File: src/amaf_pkg.sv
`default_nettype none

package amaf_pkg;

  // field widths
  localparam int unsigned RAW_W  = 16;
  localparam int unsigned CNT_W  = 14;
  localparam int unsigned NOW_W  = 18;
  localparam int unsigned MEAN_W = 19;
  localparam int unsigned OFS_W  = 18;
  localparam int unsigned RNG_W  = 2;
  localparam int unsigned IDX_W  = 2;
  localparam int unsigned AXES   = 3;

  // standard gravity in milli-m/s^2 per g, and the product width
  // one spare sign bit keeps the 2g slice inside the product
  localparam int unsigned GRAV_W     = 15;
  localparam int unsigned PROD_W     = CNT_W + GRAV_W + 1;
  localparam int unsigned GRAV_MILLI = 9807;

  // full scale codes, anything above 4g behaves as 8g
  localparam logic [RNG_W-1:0] RANGE_2G = 2'd0;
  localparam logic [RNG_W-1:0] RANGE_4G = 2'd1;

  // right shift applied to count * gravity per full scale
  localparam int unsigned SHIFT_2G = 12;
  localparam int unsigned SHIFT_4G = 11;
  localparam int unsigned SHIFT_8G = 10;

  // register indexes on the configuration port
  localparam logic [IDX_W-1:0] CFG_RANGE    = 2'd0;
  localparam logic [IDX_W-1:0] CFG_OFFSET_X = 2'd1;
  localparam logic [IDX_W-1:0] CFG_OFFSET_Y = 2'd2;
  localparam logic [IDX_W-1:0] CFG_OFFSET_Z = 2'd3;

endpackage

`default_nettype wire

File: src/accel_moving_average_filter_unit.sv
// Three-axis accelerometer boxcar filter.
// Input channel: one word carries raw_x/y/z_word_i, left-justified 14-bit
// readings, taken at an edge with in_valid_i high and in_stall_o low.
// Output channel: one word per input word, mean_x/y/z_o (window mean minus
// offset) and now_x/y/z_o (converted sample), both in milli-m/s^2, taken
// at an edge with out_valid_o high and out_stall_i low.
// Config channel: cfg_index_i selects range_mode (0) or offset x/y/z (1..3);
// cfg_ready_o is always high. Write only while the filter is drained.
// Throughput: one word per cycle while out_stall_i is low, set by a
// four-register pipeline (input, convert, running sum, mean) that each word
// passes in order; the ring memory is read one slot ahead so its registered
// read fits the same rate.
// Reset: range is 4g, offsets are zero, rings and sums count as zero.
// No clearing pass: a fill flag masks ring slots not written since reset.
// When the receiver stalls, the pipeline keeps filling its empty stages and
// raises in_stall_o only once every stage holds a word.
`default_nettype none

module accel_moving_average_filter_unit #(
  parameter int unsigned WINDOW_LENGTH = 8
) (
  input  wire                                 clk_i,
  input  wire                                 rst_ni,
  // input channel
  input  wire                                 in_valid_i,
  output logic                                in_stall_o,
  input  wire  signed [amaf_pkg::RAW_W-1:0]   raw_x_word_i,
  input  wire  signed [amaf_pkg::RAW_W-1:0]   raw_y_word_i,
  input  wire  signed [amaf_pkg::RAW_W-1:0]   raw_z_word_i,
  // output channel
  output logic                                out_valid_o,
  input  wire                                 out_stall_i,
  output logic signed [amaf_pkg::MEAN_W-1:0]  mean_x_o,
  output logic signed [amaf_pkg::MEAN_W-1:0]  mean_y_o,
  output logic signed [amaf_pkg::MEAN_W-1:0]  mean_z_o,
  output logic signed [amaf_pkg::NOW_W-1:0]   now_x_o,
  output logic signed [amaf_pkg::NOW_W-1:0]   now_y_o,
  output logic signed [amaf_pkg::NOW_W-1:0]   now_z_o,
  // configuration channel
  input  wire                                 cfg_valid_i,
  output logic                                cfg_ready_o,
  input  wire         [amaf_pkg::IDX_W-1:0]   cfg_index_i,
  input  wire         [amaf_pkg::OFS_W-1:0]   cfg_data_i
);

  import amaf_pkg::*;

  // window sizing
  localparam int unsigned LOG_N    = (WINDOW_LENGTH > 1) ? $clog2(WINDOW_LENGTH) : 0;
  localparam int unsigned SLOT_W   = (WINDOW_LENGTH > 1) ? $clog2(WINDOW_LENGTH) : 1;
  localparam int unsigned SUM_W    = NOW_W + LOG_N;
  localparam int unsigned MAG_W    = SUM_W - 1;
  // reciprocal of the window length, exact for magnitudes below 2^MAG_W
  localparam int unsigned RECIP_SH = MAG_W + LOG_N;
  localparam int unsigned RECIP_W  = RECIP_SH + 1;
  localparam longint unsigned RECIP_VAL =
    ((64'd1 << RECIP_SH) + 64'(WINDOW_LENGTH) - 64'd1) / 64'(WINDOW_LENGTH);
  localparam logic [RECIP_W-1:0] RECIP = RECIP_W'(RECIP_VAL);
  localparam int unsigned MUL_W    = MAG_W + RECIP_W;
  localparam logic [SLOT_W-1:0] SLOT_MAX = SLOT_W'(WINDOW_LENGTH - 1);

  // configuration registers
  logic [RNG_W-1:0]        range_q;
  logic signed [OFS_W-1:0] ofs_q [AXES];

  // pipeline valids and ready chain
  logic v0_q, v1_q, v2_q, v3_q;
  logic rdy0, rdy1, rdy2, rdy3;
  logic step;

  // pipeline data
  logic signed [RAW_W-1:0]  raw0_q [AXES];
  logic signed [NOW_W-1:0]  now1_d [AXES];
  logic signed [NOW_W-1:0]  now1_q [AXES];
  logic signed [NOW_W-1:0]  now2_q [AXES];
  logic signed [MEAN_W-1:0] mean3_d [AXES];
  logic signed [MEAN_W-1:0] mean3_q [AXES];
  logic signed [NOW_W-1:0]  now3_q [AXES];

  // window state
  logic [AXES-1:0][NOW_W-1:0] ring_mem [WINDOW_LENGTH];
  logic [AXES-1:0][NOW_W-1:0] rd_q;
  logic [AXES-1:0][NOW_W-1:0] wr_row;
  logic signed [SUM_W-1:0]    sum_q [AXES];
  logic signed [SUM_W-1:0]    sum_d [AXES];
  logic [SLOT_W-1:0]          slot_q;
  logic [SLOT_W-1:0]          slot_nxt;
  logic                       wrap;
  logic                       full_q;

  // config write, always ready
  assign cfg_ready_o = 1'b1;

  always_ff @(posedge clk_i or negedge rst_ni) begin
    if (!rst_ni) begin
      range_q <= RANGE_4G;
      for (int a = 0; a < AXES; a++) begin
        ofs_q[a] <= '0;
      end
    end else if (cfg_valid_i && cfg_ready_o) begin
      case (cfg_index_i)
        CFG_RANGE:    range_q  <= cfg_data_i[RNG_W-1:0];
        CFG_OFFSET_X: ofs_q[0] <= $signed(cfg_data_i);
        CFG_OFFSET_Y: ofs_q[1] <= $signed(cfg_data_i);
        CFG_OFFSET_Z: ofs_q[2] <= $signed(cfg_data_i);
        default:      range_q  <= range_q;
      endcase
    end
  end

  // ready chain: a stage takes a word when empty or when it moves on
  assign rdy3       = !v3_q || !out_stall_i;
  assign rdy2       = !v2_q || rdy3;
  assign rdy1       = !v1_q || rdy2;
  assign rdy0       = !v0_q || rdy1;
  assign in_stall_o = !rdy0;
  assign step       = v1_q && rdy2;

  always_ff @(posedge clk_i or negedge rst_ni) begin
    if (!rst_ni) begin
      v0_q <= 1'b0;
      v1_q <= 1'b0;
      v2_q <= 1'b0;
      v3_q <= 1'b0;
    end else begin
      if (rdy0) v0_q <= in_valid_i;
      if (rdy1) v1_q <= v0_q;
      if (rdy2) v2_q <= v1_q;
      if (rdy3) v3_q <= v2_q;
    end
  end

  // input register
  always_ff @(posedge clk_i) begin
    if (rdy0) begin
      raw0_q[0] <= raw_x_word_i;
      raw0_q[1] <= raw_y_word_i;
      raw0_q[2] <= raw_z_word_i;
    end
  end

  // convert: drop two low bits, scale by gravity, shift per full scale
  always_comb begin
    logic signed [PROD_W-1:0] prod;
    for (int a = 0; a < AXES; a++) begin
      prod = PROD_W'($signed(raw0_q[a][RAW_W-1 -: CNT_W]))
           * $signed(PROD_W'(GRAV_MILLI));
      case (range_q)
        RANGE_2G: now1_d[a] = prod[SHIFT_2G +: NOW_W];
        RANGE_4G: now1_d[a] = prod[SHIFT_4G +: NOW_W];
        default:  now1_d[a] = prod[SHIFT_8G +: NOW_W];
      endcase
    end
  end

  always_ff @(posedge clk_i) begin
    if (rdy1) begin
      now1_q <= now1_d;
    end
  end

  // slot bookkeeping
  assign wrap     = (slot_q == SLOT_MAX);
  assign slot_nxt = wrap ? '0 : slot_q + 1'b1;

  // running sum update, oldest entry comes from the prefetched slot
  always_comb begin
    logic signed [SUM_W-1:0] old;
    for (int a = 0; a < AXES; a++) begin
      if (WINDOW_LENGTH == 1) begin
        old = sum_q[a];
      end else if (full_q) begin
        old = SUM_W'($signed(rd_q[a]));
      end else begin
        old = '0;
      end
      sum_d[a]  = sum_q[a] + SUM_W'(now1_q[a]) - old;
      wr_row[a] = now1_q[a];
    end
  end

  always_ff @(posedge clk_i or negedge rst_ni) begin
    if (!rst_ni) begin
      slot_q <= '0;
      full_q <= 1'b0;
      for (int a = 0; a < AXES; a++) begin
        sum_q[a] <= '0;
      end
    end else if (step) begin
      slot_q <= slot_nxt;
      if (wrap) full_q <= 1'b1;
      sum_q  <= sum_d;
    end
  end

  // ring memory, write current slot and read the next one ahead
  always_ff @(posedge clk_i) begin
    if (step) begin
      ring_mem[slot_q] <= wr_row;
      rd_q             <= ring_mem[slot_nxt];
    end
  end

  always_ff @(posedge clk_i) begin
    if (rdy2) begin
      now2_q <= now1_q;
    end
  end

  // mean by reciprocal multiply on the magnitude, then subtract offset
  always_comb begin
    logic              neg;
    logic [SUM_W-1:0]  mag_full;
    logic [MUL_W-1:0]  mul;
    logic [NOW_W-1:0]  quo;
    logic signed [NOW_W-1:0] mean;
    for (int a = 0; a < AXES; a++) begin
      neg      = sum_q[a][SUM_W-1];
      mag_full = neg ? (-sum_q[a]) : sum_q[a];
      mul      = MUL_W'(mag_full[MAG_W-1:0]) * MUL_W'(RECIP);
      quo      = mul[RECIP_SH +: NOW_W];
      mean     = neg ? -$signed(quo) : $signed(quo);
      mean3_d[a] = MEAN_W'(mean) - MEAN_W'(ofs_q[a]);
    end
  end

  // result register
  always_ff @(posedge clk_i) begin
    if (rdy3) begin
      mean3_q <= mean3_d;
      now3_q  <= now2_q;
    end
  end

  assign out_valid_o = v3_q;
  assign mean_x_o    = mean3_q[0];
  assign mean_y_o    = mean3_q[1];
  assign mean_z_o    = mean3_q[2];
  assign now_x_o     = now3_q[0];
  assign now_y_o     = now3_q[1];
  assign now_z_o     = now3_q[2];

  // write slot never leaves the window
  a_slot_range: assert property (@(posedge clk_i) disable iff (!rst_ni)
    slot_q <= SLOT_MAX)
    else $error("write slot beyond window");

  // once the ring has wrapped every slot holds data for good
  a_full_sticky: assert property (@(posedge clk_i) disable iff (!rst_ni)
    full_q |=> full_q)
    else $error("fill flag dropped");

  // a step on the last slot marks the ring full
  a_full_on_wrap: assert property (@(posedge clk_i) disable iff (!rst_ni)
    (step && wrap) |=> full_q)
    else $error("ring wrap did not mark full");

  // a word leaving the sum stage shows up on the output next cycle
  a_result_follows: assert property (@(posedge clk_i) disable iff (!rst_ni)
    (v2_q && rdy3) |=> out_valid_o)
    else $error("result word lost");

  // an empty input register never stalls the sender
  a_no_false_stall: assert property (@(posedge clk_i) disable iff (!rst_ni)
    !v0_q |-> !in_stall_o)
    else $error("stall with empty input stage");

endmodule

`default_nettype wire

File: config.mk
export PLATFORM = sky130hd
export DESIGN_NAME = accel_moving_average_filter_unit
export DESIGN_NICKNAME = d
export VERILOG_FILES = /design/src/amaf_pkg.sv /design/src/accel_moving_average_filter_unit.sv
export SDC_FILE = /design/constraint.sdc
export NUM_CORES = 2
export LEC_CHECK = 0
export ABC_AREA = 1
export ABC_CLOCK_PERIOD_IN_PS = 14550
export BUFFER_PORTS_ARGS = -buffer_cell sky130_fd_sc_hd__buf_2
export CAP_MARGIN = 20
export CELL_PAD_IN_SITES_DETAIL_PLACEMENT = 0
export CELL_PAD_IN_SITES_GLOBAL_PLACEMENT = 1
export CORE_UTILIZATION = 54
export CTS_CLUSTER_DIAMETER = 60
export DETAILED_ROUTE_END_ITERATION = 8
export PLACE_DENSITY = 0.93
export SYNTH_ARGS = -nofsm -noshare
export SYNTH_HDL_FRONTEND = slang
export SYNTH_SLANG_ARGS = --single-unit
File: constraint.sdc
create_clock -name clk_i -period 14.55 [get_ports clk_i]
set_input_delay 2.91 -clock clk_i [delete_from_list [all_inputs] [get_ports clk_i]]
set_output_delay 2.91 -clock clk_i [all_outputs]
set_load 0.02 [all_outputs]
## Word-level counts from Yosys, hierarchy flattened

Memory sizes are Yosys's and may differ from the RTL's. A register that Yosys moved wholly into a read port is not among the register bits.
Index checks and enable logic that the tools add are counted.
Widths: inputs -> output; s select.

- Output and inout bits: 114
- Latch bits: 0
- Bits of input ports: 73
- Bits in read-only memories: 0
- Bits in writable memories: 480
- Word-level logic and storage cells: 86
- Register bits after elaboration: 346
- Memories: 2

- Add/subtract/negate cells: 16
- Muxes and demuxes: 17
- Div/mod/pow operators: 0
- Equality and inequality tests: 5
- Multipliers: 3
- Magnitude comparators: 0
- Reduce and logical (&&, ||, !) cells: 18
- Shift-type cells: 0
- Bitwise logic cells: 0

Memories:

| memory | words | width | rd ports | clocked after Yosys merged registers in | write ports | RTL line | text |
|---|---|---|---|---|---|---|---|
| ring_mem | 8 | 54 | 1 | 1 | 1 | accel_moving_average_filter_unit.sv:81 | `logic [AXES-1:0][NOW_W-1:0] ring_mem [WINDOW_LENGTH];` |
| raw0_q | 3 | 16 | 3 | 0 | 3 | accel_moving_average_filter_unit.sv:72 | `logic signed [RAW_W-1:0] raw0_q [AXES];` |

Operators by type and width:

| operator | count |
|---|---|
| $pmux 18 s2 | 3 |
| $mul 14x15->29 const B | 3 |
| $add 21x18->21 | 3 |
| $mux 21 | 3 |
| $sub 21x21->21 | 3 |
| $mux 20 | 3 |
| $neg 20->20 | 3 |
| $sub 18x18->19 | 3 |
| $mux 18 | 3 |
| $neg 17->18 | 3 |
| $reduce_and 2->1 | 5 |
| $logic_not 1->1 | 6 |
| $eq 2x1->1 const B | 2 |
| $eq 2x2->1 const B | 2 |
| $logic_not 2->1 | 2 |
| $logic_or 1x1->1 | 4 |
| $mux 1 | 4 |
| $add 3x1->3 const B | 1 |
| $eq 3x3->1 const B | 1 |
| $mux 3 | 1 |
| $logic_and 1x1->1 | 1 |

## Logic depth before layout (Yosys ltp)

- Depth in word-level cells: 7
- Depth in mapped cells: 24
- Depth with buffers taken out: 24

## Least setup slack after synthesis

Ideal clock, no wire load.

- Kind: in2out
- Start: in out_stall_i
- End: out in_stall_o
- Data arrival time: 8.142 ns
- Path buffers: 0
- Required time: 11.640 ns
- Stages: 6
- Setup slack: 3.498 ns
- Cell sequence: nand2_1 -> nor2_1 -> inv_1 -> nor2_1 -> inv_1 -> nor2_1

- Longest elaborated chain between the ends: 6

RTL lines:

| item | RTL line | text |
|---|---|---|
| start: declaration | accel_moving_average_filter_unit.sv:32 | `input wire out_stall_i,` |
| $logic_not 1->1 | accel_moving_average_filter_unit.sv:112 | `assign rdy3 = !v3_q \|\| !out_stall_i;` |
| $logic_or 1x1->1 | accel_moving_average_filter_unit.sv:112 |  |
| $logic_or 1x1->1 | accel_moving_average_filter_unit.sv:113 | `assign rdy2 = !v2_q \|\| rdy3;` |
| $logic_or 1x1->1 | accel_moving_average_filter_unit.sv:114 | `assign rdy1 = !v1_q \|\| rdy2;` |
| via rdy1 | accel_moving_average_filter_unit.sv:68 | `logic rdy0, rdy1, rdy2, rdy3;` |
| $logic_or 1x1->1 | accel_moving_average_filter_unit.sv:115 | `assign rdy0 = !v0_q \|\| rdy1;` |
| $logic_not 1->1 | accel_moving_average_filter_unit.sv:116 | `assign in_stall_o = !rdy0;` |
| end: declaration | accel_moving_average_filter_unit.sv:26 | `output logic in_stall_o,` |

The timed path passes the listed nets, and every way through them passes these cells.

## Final worst setup path

- Start: in out_stall_i
- End: out in_stall_o

- Longest elaborated chain between the ends: 6

RTL lines:

| item | RTL line |
|---|---|
| $logic_not 1->1 | accel_moving_average_filter_unit.sv:112 |
| $logic_or 1x1->1 | accel_moving_average_filter_unit.sv:112 |
| via rdy3 | accel_moving_average_filter_unit.sv:68 |
| $logic_or 1x1->1 | accel_moving_average_filter_unit.sv:113 |
| $logic_or 1x1->1 | accel_moving_average_filter_unit.sv:114 |
| via rdy1 | accel_moving_average_filter_unit.sv:68 |
| $logic_or 1x1->1 | accel_moving_average_filter_unit.sv:115 |
| $logic_not 1->1 | accel_moving_average_filter_unit.sv:116 |

The timed path passes the listed nets, and every way through them passes these cells.

==> impl_metrics.toml <==
[setup_path]
r2r-end = "now1_q[51]"
cp-start-kind = "primary input"
crit_top_cell = "nor2_1"
end_kind = "primary output"
r2r_cells = 17
cpPeakStageDelay_ns = 0.57
slowest_stage = "nor2_1"
crit_family = "simple AND/OR/NAND/NOR gates"
reg2reg_from = "raw0_q[0][10]"
crit_type = "primary input to primary output"
critPathMaxFanout = 56
critPathBufInv = 5
regToRegSetupSlack_ns = 9.02
crit_path_cell_trace = "buf_2 > nand2_4 > nor2_1 > inv_2 > nor2_1 > inv_2 > buf_4 > nor2_1 > buf_2"
arrival_ns = 5.15
cp_data_required_time_ns = 11.64

[floorplan]
coreArea_sq_um = 100000
rows = 116
dieHeight_microns = 321
dieArea_sq_um = 103000
io_pins = 187
die_x_microns = 321
start_util = 0.547

[sta]
fin_crit_sh = 0.554
timing.fmax_mhz = 124
grt_setup_unrepaired = "false"
drv_slew = 0
worst-slew-pin-transition_ns = 1.04
finalCriticalPeriod_ns = 8.06
hold_viol = 0
finClkSkew_ns = 0.0244
setup_viol = 0
max_slew_margin = 0.305
tns_ns = 0

[routing]
viasPerCell = 5.44
drtAntennaViolNets = 0
drt-total-wl_microns = 130000
drc_errors = 0
dr.pass1.iters = 6
vias = 39886
drtIter0Drc = 3279
detail_route.wl_per_cell_microns = 17.8

[global_route]
grt_overflow = 0
grt_pass1_vias = 38755
grt_use_total = 0.254
grt_pass1_wl_microns = 206000
grt_max_degree = 156
antenna_found_initial = 2

[worst_hold_path]
whs_path_depth = 0
min_path_type = "register to register"
hold_start = "now2_q[17]"
holdPathEnd = "now_z_o[17]"

[synth]
ys_seq_elements = 874
syn_avg_cell_area_sq_um = 9.60
synth_top_area_cell = "edfxtp_1"
synth_edf_count = 747
netlist_area_sq_um = 54900
synthArstFlopShare = 0.145
yosysWarnings = 0
synth_nets = 6504
syn_inst = 5721
synth_top_area_share = 0.408
synth.area.top_cells = "edfxtp_1 (41%), ha_1 (11%), fa_1 (8.0%), nand2_1 (6.1%), dfrtp_1 (5.7%)"
ys_types = 46
ys.flop_type = "edfxtp_1"
ys_seq_area_frac = 0.466

[clock_network]
cts_sinks = 874
cts_tree = "done"
htree_num_levels = 3
cts_setup_buffers = 0
clk_pin_slew_worst_paths_ns = 0.06
clock_tree.root_cell = "clkbuf_16"
numCtsBuffers = 96
postCtsHoldBufs = 0
ctsResizeCount = 0
clock_latency_ns = 0.68
clock_path_buffers = 3

[run_status]
status = "finished, final reports clean"

[job]
maxCapViolations = 0

[finish]
finalNetCount = 6674
drive_above_1_share = 0.0767
area.growth.synth_to_final_pct = 10.2

[place]
hpwl_microns = 94700
port_buffers = 179
gp_congestion = 0.915
## cells in the final DEF (no fill, tap or decap), types with 42 or more instances in the layout
| cell | count |
|---|---|
| a21oi_1 | 213 |
| a31oi_1 | 62 |
| buf_2 | 178 |
| clkbuf_16 | 99 |
| dfrtp_1 | 124 |
| edfxtp_1 | 747 |
| fa_1 | 219 |
| ha_1 | 490 |
| inv_1 | 801 |
| nand2_1 | 894 |
| nand3_1 | 396 |
| nand4_1 | 44 |
| nor2_1 | 647 |
| nor3_1 | 42 |
| o21ai_0 | 469 |
| o22ai_1 | 57 |
| xor2_1 | 90 |
## stage by stage
step / worst slack, ns / util / hold WS [ns] / instances / instance area [sq um]
6_report: 6.49 / 0.602 / 0.417 / 7330 / 60500
4_1_cts: 6.49 / 0.602 / 0.414 / 7325 / 60400
3_5_place_dp: 6.51 / 0.571 / 0.405 / 7147 / 57300
2_1_floorplan: 3.50 / - / 0.400 / 5721 / 54900
5_1_grt: 6.27 / 0.602 / 0.424 / 7328 / 60500
3_3_place_gp: 6.51 / 0.570 / 0.405 / 7146 / 57300
## final cells by class
| cell class | count | area [sq um] |
|---|---|---|
| Antenna cell | 2 | 5.00 |
| Clock buffer | 128 | 2610 |
| Clock inverter | 50 | 529 |
| Fill cell | 8358 | 39900 |
| Inverter | 814 | 3060 |
| Multi-Input combinational cell | 3893 | 25800 |
| Sequential cell | 874 | 25600 |
| Tap cell | 1357 | 1700 |
| Timing Repair Buffer | 212 | 1210 |
## cell families after synthesis
logic type,synth area share
XOR/XNOR,0.0209
AND/OR/NAND/NOR,0.168
AO/OA/AOI/OAI,0.0870
buffers and inverters,0.0660
adder cells (fa/ha/maj),0.192
other,0.0000683
flip-flops,0.466
## cell usage after synthesis (10+ instances only)
library cell / number
o21bai_1: 14
nand2_1: 896
nand3_1: 396
a21boi_0: 10
nor2_2: 11
o21ai_0: 469
inv_1: 804
xor2_1: 90
nor4_1: 17
xnor2_1: 41
fa_1: 219
o22ai_1: 57
buf_1: 12
o21ai_1: 11
or2_2: 28
nand3b_1: 28
a21oi_1: 213
clkbuf_1: 100
nand4_1: 44
dfrtp_1: 126
nor2_4: 11
edfxtp_1: 747
nor2_1: 657
buf_2: 24
a31oi_1: 62
ha_1: 491
nand2_2: 18
a21o_1: 26
nor3_1: 42
## flip-flops by register name (all words and copies together), names as in the netlist, 2 cells and up
name      flops
sum_q        63
now_z_o      18
mean_z_o     19
slot_q        3
mean_y_o     19
ofs_q        54
raw0_q       42
now_x_o      18
mean_x_o     19
now2_q       54
range_q       2
now1_q       54
ring_mem    432
now_y_o      18
rd_q         54
## worst max-delay path by stage
stage / start / depth (start not counted) / slack [ns] / to
floorplan: out_stall_i / 6 / 3.50 / in_stall_o
global placement: out_stall_i / 9 / 6.51 / in_stall_o
detailed placement: out_stall_i / 9 / 6.51 / in_stall_o
CTS: out_stall_i / 9 / 6.49 / in_stall_o
global route: out_stall_i / 9 / 6.27 / in_stall_o
finish: out_stall_i / 9 / 6.49 / in_stall_o
## routing by layer
layer / share of wire / global-route usage / vias to the layer above / wire length (microns)
li1: - / - / 19615 / -
met1: 0.44 / 0.350 / 18772 / 57400
met2: 0.47 / 0.418 / 1278 / 60900
met3: 0.064 / 0.0351 / 221 / 8300
met4: 0.029 / 0.0757 / 0 / 3720
met5: 0 / 0 / - / 0
Power is not shown: default switching activity piles up to over one toggle a cycle in this logic, so the estimate is an artifact.
